### config.mk
export PLATFORM = sky130hd
export DESIGN_NAME = rational_fraction_adder
export DESIGN_NICKNAME = d
export VERILOG_FILES = /design/src/rtl/rfa_pkg.sv /design/src/rtl/rfa_gcd.sv /design/src/rtl/rfa_div.sv /design/src/rtl/rational_fraction_adder.sv
export SDC_FILE = /design/constraint.sdc
export NUM_CORES = 2
export LEC_CHECK = 0
export ABC_AREA = 1
export BUFFER_PORTS_ARGS = -buffer_cell sky130_fd_sc_hd__buf_4
export CAP_MARGIN = 20
export CORE_ASPECT_RATIO = 0.9
export CORE_MARGIN = 2
export CORE_UTILIZATION = 55
export DETAILED_ROUTE_END_ITERATION = 7
export PLACE_DENSITY = 0.73
export SYNTH_ARGS = -nofsm -noshare
export SYNTH_HDL_FRONTEND = slang
export SYNTH_SLANG_ARGS = --single-unit
### constraint.sdc
create_clock -name clk -period 13.24 [get_ports clk]
set_input_delay 2.648 -clock clk [delete_from_list [all_inputs] [get_ports clk]]
set_output_delay 2.648 -clock clk [all_outputs]
set_load 0.02 [all_outputs]
### src/rtl/rfa_pkg.sv
`default_nettype none
package rfa_pkg;

  localparam int WIDTH = 32;
  localparam int OP_W  = 32;
  localparam int PROD_W = 2 * OP_W;

  localparam logic [PROD_W-1:0] WMASK =
    (WIDTH >= PROD_W) ? {PROD_W{1'b1}} : ((PROD_W'(1) << WIDTH) - PROD_W'(1));

  localparam logic [1:0] SIGN_ZERO = 2'b00;
  localparam logic [1:0] SIGN_POS  = 2'b01;
  localparam logic [1:0] SIGN_NEG  = 2'b11;

  localparam int IN_W  = 136;
  localparam int OUT_W = 72;

  typedef struct packed {
    logic busy;
    logic done;
  } unit_stat_t;

  function automatic logic [PROD_W-1:0] over_width(input logic [PROD_W-1:0] v);
    return v & ~WMASK;
  endfunction

endpackage
`default_nettype wire

### src/rtl/rfa_gcd.sv
`default_nettype none
module rfa_gcd
  import rfa_pkg::*;
(
  input  wire logic            clk,
  input  wire logic            rst,
  input  wire logic            start,
  input  wire logic [OP_W-1:0] x_in,
  input  wire logic [OP_W-1:0] y_in,
  output logic [OP_W-1:0]      g,
  output unit_stat_t           stat
);

  localparam logic [2:0] P_IDLE  = 3'd0;
  localparam logic [2:0] P_TWOS  = 3'd1;
  localparam logic [2:0] P_XODD  = 3'd2;
  localparam logic [2:0] P_MAIN  = 3'd3;
  localparam logic [2:0] P_SCALE = 3'd4;

  logic [2:0]            phase;
  logic [OP_W-1:0]       x, y;
  logic [$clog2(OP_W):0] k;
  logic                  done;

  // binary gcd: strip common twos, then subtract and shift, then scale back
  always_ff @(posedge clk) begin
    if (rst) begin
      phase <= P_IDLE;
      done  <= 1'b0;
    end else begin
      done <= 1'b0;
      unique case (phase)
        P_IDLE: begin
          if (start) begin
            x     <= x_in;
            y     <= y_in;
            k     <= '0;
            phase <= P_TWOS;
          end
        end
        P_TWOS: begin
          if (!x[0] && !y[0]) begin
            x <= x >> 1;
            y <= y >> 1;
            k <= k + 1'b1;
          end else begin
            phase <= P_XODD;
          end
        end
        P_XODD: begin
          if (!x[0]) x <= x >> 1;
          else phase <= P_MAIN;
        end
        P_MAIN: begin
          if (y == '0) phase <= P_SCALE;
          else if (!y[0]) y <= y >> 1;
          else if (x > y) begin
            x <= y;
            y <= x - y;
          end else begin
            y <= y - x;
          end
        end
        P_SCALE: begin
          if (k != '0) begin
            x <= x << 1;
            k <= k - 1'b1;
          end else begin
            done  <= 1'b1;
            phase <= P_IDLE;
          end
        end
        default: phase <= P_IDLE;
      endcase
    end
  end

  assign g         = x;
  assign stat.busy = (phase != P_IDLE);
  assign stat.done = done;

endmodule
`default_nettype wire

### src/rtl/rfa_div.sv
`default_nettype none
module rfa_div
  import rfa_pkg::*;
(
  input  wire logic            clk,
  input  wire logic            rst,
  input  wire logic            start,
  input  wire logic [OP_W-1:0] dividend,
  input  wire logic [OP_W-1:0] divisor,
  output logic [OP_W-1:0]      quotient,
  output unit_stat_t           stat
);

  logic                    busy, done;
  logic [$clog2(OP_W)-1:0] cnt;
  logic [OP_W:0]           rem;
  logic [OP_W-1:0]         q, dv;
  logic [OP_W:0]           trial;

  assign trial = {rem[OP_W-1:0], q[OP_W-1]};

  // restoring division, one quotient bit a cycle
  always_ff @(posedge clk) begin
    if (rst) begin
      busy <= 1'b0;
      done <= 1'b0;
    end else begin
      done <= 1'b0;
      if (start) begin
        busy <= 1'b1;
        rem  <= '0;
        q    <= dividend;
        dv   <= divisor;
        cnt  <= '1;
      end else if (busy) begin
        if (trial >= {1'b0, dv}) begin
          rem <= trial - {1'b0, dv};
          q   <= {q[OP_W-2:0], 1'b1};
        end else begin
          rem <= trial;
          q   <= {q[OP_W-2:0], 1'b0};
        end
        cnt <= cnt - 1'b1;
        if (cnt == '0) begin
          busy <= 1'b0;
          done <= 1'b1;
        end
      end
    end
  end

  assign quotient  = q;
  assign stat.busy = busy;
  assign stat.done = done;

endmodule
`default_nettype wire

### src/rtl/rational_fraction_adder.sv
// Rational fraction adder: adds two sign-magnitude fractions, unreduced.
// Input stream s_*: one word per operation pair. Output stream m_*: one word
// per input word, in order. Signs are 2-bit codes: 0 zero, 1 positive,
// 2 or 3 negative (output uses 3).
// Trivial cases (a zero operand or a zero denominator) skip straight to output.
// General case: binary gcd of the denominators on a subtract/shift unit,
// two restoring divisions on one shared divider, three products on one
// 32x32 multiplier, an add/compare step, then the output load.
// s_tready is high only while the sequencer is idle; one item at a time.
// The result sits in the output register until taken, and the next item is
// accepted meanwhile; it finishes its work and waits if the register is
// still full. When the receiver stalls, m_tdata and m_tvalid hold.
// Synchronous reset clears the sequencer and the output valid; no clearing
// pass or warm-up follows reset.
`default_nettype none
module rational_fraction_adder
  import rfa_pkg::*;
(
  input  wire logic             clk,
  input  wire logic             rst,
  input  wire logic             s_tvalid,
  output logic                  s_tready,
  // a_sign[1:0], a_num[33:2], a_den[65:34], b_sign[67:66], b_num[99:68],
  // b_den[131:100], zero pad
  input  wire logic [IN_W-1:0]  s_tdata,
  output logic                  m_tvalid,
  input  wire logic             m_tready,
  // sum_sign[1:0], sum_num[33:2], sum_den[65:34], overflow[66],
  // bad_denominator[67], zero pad
  output logic [OUT_W-1:0]      m_tdata
);

  localparam logic [3:0] S_IDLE  = 4'd0;
  localparam logic [3:0] S_GCD   = 4'd1;
  localparam logic [3:0] S_DIVA  = 4'd2;
  localparam logic [3:0] S_DIVB  = 4'd3;
  localparam logic [3:0] S_MULL  = 4'd4;
  localparam logic [3:0] S_MULA  = 4'd5;
  localparam logic [3:0] S_MULB  = 4'd6;
  localparam logic [3:0] S_ADD   = 4'd7;
  localparam logic [3:0] S_FIN   = 4'd8;
  localparam logic [3:0] S_WAITA = 4'd9;
  localparam logic [3:0] S_WAITB = 4'd10;

  logic [3:0]        state;
  logic [1:0]        a_sign, b_sign;
  logic [OP_W-1:0]   a_num, a_den, b_num, b_den;
  logic              a_zero, b_zero, a_neg, b_neg;
  logic [OP_W-1:0]   qa, qb;
  logic [PROD_W-1:0] lcm, sa, sb, prod;
  logic [OP_W-1:0]   mul_x, mul_y;
  logic              neg_a, neg_b;
  logic [1:0]        r_sign;
  logic [OP_W-1:0]   r_num, r_den;
  logic              r_ovf, r_bad;
  logic [PROD_W:0]   add_sum;
  logic [PROD_W-1:0] pos, neg, diff;
  logic              base_ovf;
  logic              pass_neg;
  logic [OP_W-1:0]   pass_num, pass_den;
  logic              go_gcd, out_free;

  logic              gcd_start, div_start;
  logic [OP_W-1:0]   g, div_q, div_n;
  unit_stat_t        gcd_stat, div_stat;

  assign a_sign = s_tdata[1:0];
  assign a_num  = s_tdata[33:2];
  assign a_den  = s_tdata[65:34];
  assign b_sign = s_tdata[67:66];
  assign b_num  = s_tdata[99:68];
  assign b_den  = s_tdata[131:100];
  assign a_zero = (a_sign == SIGN_ZERO);
  assign b_zero = (b_sign == SIGN_ZERO);
  assign a_neg  = a_sign[1];
  assign b_neg  = b_sign[1];

  // the nonzero operand when exactly one is zero
  assign pass_neg = a_zero ? b_neg : a_neg;
  assign pass_num = a_zero ? b_num : a_num;
  assign pass_den = a_zero ? b_den : a_den;
  assign go_gcd   = !a_zero && !b_zero && (a_den != '0) && (b_den != '0);
  assign out_free = !m_tvalid || m_tready;

  logic [OP_W-1:0] an, ad, bn, bd;

  rfa_gcd u_gcd (
    .clk   (clk),
    .rst   (rst),
    .start (gcd_start),
    .x_in  (ad),
    .y_in  (bd),
    .g     (g),
    .stat  (gcd_stat)
  );

  assign div_n = (state == S_DIVA) ? bd : ad;

  rfa_div u_div (
    .clk      (clk),
    .rst      (rst),
    .start    (div_start),
    .dividend (div_n),
    .divisor  (g),
    .quotient (div_q),
    .stat     (div_stat)
  );

  // shared multiplier operands
  always_comb begin
    case (state)
      S_MULA:  begin mul_x = an; mul_y = qa; end
      S_MULB:  begin mul_x = bn; mul_y = qb; end
      default: begin mul_x = qb; mul_y = bd; end
    endcase
  end
  assign prod = PROD_W'(mul_x) * PROD_W'(mul_y);

  assign add_sum  = {1'b0, sa} + {1'b0, sb};
  assign pos      = neg_a ? sb : sa;
  assign neg      = neg_a ? sa : sb;
  assign diff     = (pos > neg) ? (pos - neg) : (neg - pos);
  assign base_ovf = (over_width(lcm) != '0) || (over_width(sa) != '0) ||
                    (over_width(sb) != '0);

  assign s_tready = (state == S_IDLE);

  // unit start pulses and output valid
  always_ff @(posedge clk) begin
    if (rst) begin
      m_tvalid  <= 1'b0;
      gcd_start <= 1'b0;
      div_start <= 1'b0;
    end else begin
      gcd_start <= (state == S_IDLE) && s_tvalid && go_gcd;
      div_start <= ((state == S_GCD) && gcd_stat.done) || (state == S_WAITA);
      if (state == S_FIN && out_free) m_tvalid <= 1'b1;
      else if (m_tready) m_tvalid <= 1'b0;
    end
  end

  always_ff @(posedge clk) begin
    if (rst) begin
      state <= S_IDLE;
    end else begin
      unique case (state)
        S_IDLE: begin
          if (s_tvalid) begin
            an    <= a_num;
            ad    <= a_den;
            bn    <= b_num;
            bd    <= b_den;
            neg_a <= a_neg;
            neg_b <= b_neg;
            if (go_gcd) begin
              r_bad <= 1'b0;
              state <= S_GCD;
            end else if ((a_zero && b_zero) ||
                         (!a_zero && !b_zero) || (pass_den == '0)) begin
              // both zero, or a zero denominator: 0/1
              r_sign <= SIGN_ZERO;
              r_num  <= '0;
              r_den  <= OP_W'(1);
              r_ovf  <= 1'b0;
              r_bad  <= !(a_zero && b_zero);
              state  <= S_FIN;
            end else begin
              r_sign <= pass_neg ? SIGN_NEG : SIGN_POS;
              r_num  <= pass_num;
              r_den  <= pass_den;
              r_ovf  <= (over_width(PROD_W'(pass_num)) != '0) ||
                        (over_width(PROD_W'(pass_den)) != '0);
              r_bad  <= 1'b0;
              state  <= S_FIN;
            end
          end
        end
        S_GCD: begin
          if (gcd_stat.done) state <= S_DIVA;
        end
        S_DIVA: begin
          if (div_stat.done) begin
            qa    <= div_q;
            state <= S_WAITA;
          end
        end
        S_WAITA: state <= S_DIVB;
        S_DIVB: begin
          if (div_stat.done) begin
            qb    <= div_q;
            state <= S_WAITB;
          end
        end
        S_WAITB: state <= S_MULL;
        S_MULL: begin
          lcm   <= prod;
          state <= S_MULA;
        end
        S_MULA: begin
          sa    <= prod;
          state <= S_MULB;
        end
        S_MULB: begin
          sb    <= prod;
          state <= S_ADD;
        end
        S_ADD: begin
          if (neg_a == neg_b) begin
            r_sign <= neg_a ? SIGN_NEG : SIGN_POS;
            r_num  <= add_sum[OP_W-1:0];
            r_den  <= lcm[OP_W-1:0];
            r_ovf  <= base_ovf || add_sum[PROD_W] ||
                      (over_width(add_sum[PROD_W-1:0]) != '0);
          end else if (pos == neg) begin
            r_sign <= SIGN_ZERO;
            r_num  <= '0;
            r_den  <= OP_W'(1);
            r_ovf  <= base_ovf;
          end else begin
            r_sign <= (pos > neg) ? SIGN_POS : SIGN_NEG;
            r_num  <= diff[OP_W-1:0];
            r_den  <= lcm[OP_W-1:0];
            r_ovf  <= base_ovf || (over_width(diff) != '0);
          end
          state <= S_FIN;
        end
        S_FIN: begin
          // load the output register once it is free
          if (out_free) begin
            m_tdata <= {4'b0, r_bad, r_ovf, r_den, r_num, r_sign};
            state   <= S_IDLE;
          end
        end
        default: state <= S_IDLE;
      endcase
    end
  end

  // unit busy flags are informational
  logic unused_busy;
  assign unused_busy = gcd_stat.busy ^ div_stat.busy;

endmodule
`default_nettype wire

Word level (Yosys, flattened, before mapping):

Cells that the tools add are included.

* input port bits: 140
* word-level logic and storage cells: 226
* register bits after elaboration: 706
* output and inout port bits: 74

* eq/ne operators: 33
* reductions and logical operators: 64
* order comparisons: 3
* bitwise operators: 4
* multiplexer cells: 79
* multiply operators: 1
* add/subtract/negate cells: 9

Operator list (number)
* $mux W32: 29
* $reduce_bool A64 Y1: 5
* $pmux W32 S2: 4
* $mux W64: 3
* $pmux W32 S5: 1
* $sub A64 B64 Y64: 2
* $pmux W32 S3: 1
* $sub A32 B32 Y32: 3
* $add A64 B64 Y65: 1
* $eq A64 B64 Y1: 1
* $gt A64 B64 Y1: 1
* $logic_not A32 Y1: 2
* $mul A32 B32 Y64: 1
* $reduce_bool A32 Y1: 2
* $pmux W4 S11: 1
* $ge A33 B32 Y1: 1
* $gt A32 B32 Y1: 1
* $mux W4: 6
* $reduce_and A5 Y1: 4
* $mux W6: 3
* $ne A2 B1 Y1 const B: 9
* $pmux W6 S3: 1
* $eq A4 B3 Y1 const B: 4
* $mux W2: 8
* 36 further kinds: 99

Longest topological paths before layout:

* word-level depth: 9
* depth in mapped cells: 41
* gate-level depth less buffers: 38

Modules after synthesis:

Synthesis repeated with hierarchy kept, for this count alone.

* cells, all modules: 11636
* area total of the unflattened synthesis: 85515.8 um^2

Modules (own cells, without submodules)
* rational_fraction_adder: cells an instance 9075, area each 68978.7 um^2, instances 1, sequential area each 15815.2 um^2
* rfa_gcd: cells an instance 1596, area each 9401.5 um^2, instances 1, sequential area each 2182.1 um^2
* rfa_div: cells an instance 965, area each 7135.6 um^2, instances 1, sequential area each 3072.9 um^2

Worst setup path before layout:

OpenSTA, ideal clock, no wires.

* path type: input to register
* from: input port rst
* to: register ad[0], enable pin
* cell stages on the path: 2
* data arrival time: 11729 ps
* path buffers: 1
* setup slack: 730 ps
* setup time: 781 ps
* data required time: 12459 ps
* cell sequence: clkbuf_1 nor3_1

* word-level cells in the longest chain between the ends: 2

RTL lines
* from (decl): line rational_fraction_adder.sv:20 `input wire logic rst,`
* $not A1 Y1 (no line)
* $reduce_and A3 Y1 (no line)
* to (signal assigned): line rational_fraction_adder.sv:150 `ad <= a_den;`
* to (decl): line rational_fraction_adder.sv:85 `logic [OP_W-1:0] an, ad, bn, bd;`

No other way between the ends.
A chain may end at the register's enable or synchronous reset.

Final worst setup path:

* from: register state[3]
* to: register sa[53] (data pin)

* word-level cells in the longest chain between the ends: 3
* elaborated cells on any way between the ends: 5
* classes of those cells: 1 x mul; 2 x eq/ne; 2 x mux

RTL lines
* from (decl): line rational_fraction_adder.sv:45 `logic [3:0] state;`
* from (signal assigned): line rational_fraction_adder.sv:144 `state <= S_IDLE;`
* from (signal assigned): line rational_fraction_adder.sv:157 `state <= S_GCD;`
* from (signal assigned): line rational_fraction_adder.sv:166 `state <= S_FIN;`
* $eq A4 B3 Y1: line rational_fraction_adder.sv:111 `case (state)`
* $pmux W32 S2: line rational_fraction_adder.sv:111
* $mul A32 B32 Y64 *: line rational_fraction_adder.sv:117 `assign prod = PROD_W'(mul_x) * PROD_W'(mul_y);`
* net prod[53]: line rational_fraction_adder.sv:50 `logic [PROD_W-1:0] lcm, sa, sb, prod;`
* to (signal assigned): line rational_fraction_adder.sv:200 `sa <= prod;`
* to (decl): line rational_fraction_adder.sv:50

Mark *: on every way through the listed nets, which the timed path passes. The rest lies on a longest branch.

==> summary.md <==
| Metric | Value |
|---|---|
| Hold Vio Cnt, Final | `0` |
| Number of synthesis warnings | `0` |
| Initial Util | `a little under three fifths` |
| Buffers on Ports | `approximately 210` |
| Flip-flop and latch area | `around 0.021 mm²` |
| Filler cell count | `~13000` |
| Sink Count | `706` |
| First-pass GRT wire length | `474 mm` |
| Crit start category | `register` |
| Worst skew pair latency | `~0.7 ns` |
| Cell Area, Synth | `between 0.08 and 0.09 mm²` |
| Die area | `about 0.15 mm²` |
| Final Core Density | `between 50 and 60%` |
| Status | `completed` |
| Placed wire-length estimate | `266 mm` |
| Final Max Tran Viols | `0` |
| Slowest cell on crit path | `a21oi_2` |
| Max Clk Rate | `between 0.09 and 0.1 GHz` |
| Crit path required time | `about 14 ns` |
| MaxCap Viol Count | `0` |
| Worst path max stage delay | `about 0.87 ns` |
| Worst path top cell family by delay | `adder cells` |
| Clk slew on worst S/H paths | `approximately 0.060 ns` |
| Buf/Inv on CP | `11` |
| Layout Cells excl Fill | `approximately 13000` |
| Drc violations | `0` |
| CTS Buffer Depth | `3` |
| Most frequently used flop master after synthesis | `edfxtp_1` |
| Num rows | `134` |
| Async S/R FF share, synth | `0%` |
| Synth-to-layout area growth | `8.01%` |
| Via Count | `76400` |
| Synth Register Bits | `slightly above 700` |
| CTS root buf | `clkbuf_16` |
| Fin Setup TNS | `0 ns` |
| Core Area | `0.148 mm²` |
| RePlAce Congestion | `1.10` |
| WP data arrival | `11.08 ns` |
| Via density | `around 6` |
| Drt total wl | `about 330 mm` |
| Layout cells sized above 1 | `approximately 5.2%` |
| Routed wire per std cell | `about 26 µm` |
| Num CTS Buffers | `75` |
| # H-tree levels | `3` |
| Crit. End Element | `register` |
| Post-CTS setup buffer count | `0` |
| Worst Skew | `slightly below 0.06 ns` |
| Sequential cell area fraction in the yosys report | `approximately 26%` |
| Most frequent cells in the layout | `2719 x nand2_1, 1963 x inv_1, 1320 x nor2_1, 901 x fa_1, 693 x edfxtp_1` |
| Fin crit share | `80.7%` |
| Initial antenna violation count | `9` |
| Tmin final | `10.69 ns` |
| CP Class | `reg -> reg` |
| Post-synth cell types | `63` |
| Total Routing Usage GR | `approximately 43%` |
| Final Setup Violations | `0` |
| DRT Pass-1 Iters | `7` |
| Die span in x | `approximately 410 µm` |
| Final ANT Viol Nets | `0` |
| Unrepaired setup endpoints after global routing | `false` |
| Nets | `between 10000 and 15000` |
| Grt total ovfl | `0` |
| CTS tree | `built` |
| Die Ht | `around 370 µm` |
| CTS Hold Bufs | `0` |
| Post-Syn Area per Cell | `roughly 7.7 µm²` |
| Worst hold-check path type | `reg -> reg` |
| DP Cell Count | `around 13000` |
| Number of enable flip-flop cells after synthesis | `about 690` |
| Num ports | `214` |
| First DRT Iteration DRCs | `10700` |
| Largest net degree at the start of global routing | `between 150 and 200` |
| Post-Syn Instances | `between 10000 and 15000` |
| Worst slew margin | `around 14%` |
| Multi-input logic area | `0.0520 mm²` |
| Most common cell after layout, fill and taps aside | `nand2_1` |
| Vias in the first global route | `72500` |
| Resized cells post-CTS | `0` |
| Tightest Pin Transition | `approximately 1.3 ns` |
| Critical-path maximum fanout | `32` |
path summary, 6_finish.rpt:
check	start	to	slack [ns]	cells after the start
max reg2reg	state[3]	sa[53]	2.55	35
min	r_num[16]	m_tdata[18]	0.42	0
min reg2reg	r_num[16]	m_tdata[18]	0.42	0
max	state[3]	sa[53]	2.55	35
final cells by class:
| cell class | count | share of cell area, % |
|---|---|---|
| diodes | 3 | 0.00850 |
| clock buffers | 86 | 2.21 |
| clock inverters | 53 | 0.717 |
| inverters | 2004 | 8.52 |
| multi-input cells | 7589 | 58.8 |
| flip-flops and latches | 706 | 23.9 |
| well taps | 1972 | 2.79 |
| repair buffers | 341 | 3.06 |
routing by layer:
layer	GRT usage [%]	up-vias	part of all wire (%)
met5	0	-	0.0082
met4	22.8	4	6.5
met3	14.5	1024	14
met2	59.2	5339	40
met1	59.5	36500	40
li1	-	33600	-
synth_stat cells (3+ instances only):
cell,n,area share (%)
nand2_1,2721,12
inv_1,1966,9.0
nor2_1,1328,6.1
fa_1,901,22
edfxtp_1,693,25
o21ai_0,557,3.4
a21oi_1,538,3.3
ha_1,432,6.6
nand3_1,317,1.9
clkbuf_1,264,1.2
xor2_1,98,1.0
nand4_1,66,0.51
a22o_1,65,0.70
buf_2,60,0.37
nor3_1,60,0.37
nor4_1,60,0.46
a31oi_1,48,0.37
mux2i_1,48,0.59
xnor2_1,45,0.48
o21ai_1,42,0.26
clkinv_1,31,0.14
o211ai_1,29,0.27
a221oi_1,27,0.29
o31ai_1,25,0.23
o221ai_1,22,0.24
o22ai_1,21,0.16
o21a_1,19,0.17
o21bai_1,16,0.15
buf_4,15,0.14
buf_1,14,0.064
a21boi_0,13,0.12
dfxtp_1,13,0.32
a21o_1,12,0.11
or2_2,12,0.092
a211oi_1,10,0.092
o2111ai_1,8,0.086
inv_2,7,0.032
buf_6,6,0.083
and3_1,5,0.038
nor2_2,5,0.038
a2111oi_0,4,0.043
nand3b_1,4,0.037
or4_1,4,0.037
nand2_2,3,0.023
stage by stage:
| stage | instance area, µm² | hold WS [ns] | setup WS (ns) |
|---|---|---|---|
| floorplan | 81800 | 0.400 | 0.730 |
| global placement | 85500 | 0.402 | 2.90 |
| detailed placement | 85500 | 0.405 | 2.81 |
| CTS | 88100 | 0.417 | 2.77 |
| global route | 88300 | 0.422 | 2.30 |
| finish | 88300 | 0.416 | 2.55 |
worst reg2reg max path: cells and delay by family (launching register included):
| kind | cells | cell delay, ns |
|---|---|---|
| AOI/OAI and AO/OA | 8 | 2.68 |
| buffers and inverters | 11 | 2.12 |
| xor gates and xnor gates | 1 | 0.31 |
| DFF | 1 | 0.36 |
| and+or+nand+nor | 6 | 0.88 |
| adders and majority gates | 9 | 4.05 |
state kept, by name (all words and copies together), names as in the netlist, 3 cells and up:
name and count:
u_div.quotient 32, r_num 32, m_tdata 68, an 32, bd 32, u_gcd.g 32, u_gcd.k 6, u_div.rem 32
sa 64, u_gcd.phase 3, u_div.cnt 5, state 4, bn 32, qb 32, r_den 32, sb 64
u_gcd.y 32, lcm 64, u_div.dv 32, qa 32, ad 32
cells by family (layout without fill, tap and decap cells):
group / after synthesis / after routing / share of synthesized area (%)
buffers and inverters: 2364 / 2484 / 11.1
multiplexers: 48 / 48 / 0.588
XOR/XNOR: 143 / 143 / 1.53
adder cells (fa/ha/maj): 1333 / 1333 / 28.7
other: 1 / 7 / 0.00459
AO/OA/AOI/OAI: 1464 / 1464 / 10.1
AND/OR/NAND/NOR: 4597 / 4597 / 22.3
flip-flops: 706 / 706 / 25.8
Power is not shown: default switching activity piles up to over one toggle a cycle in this logic, so the estimate is an artifact.
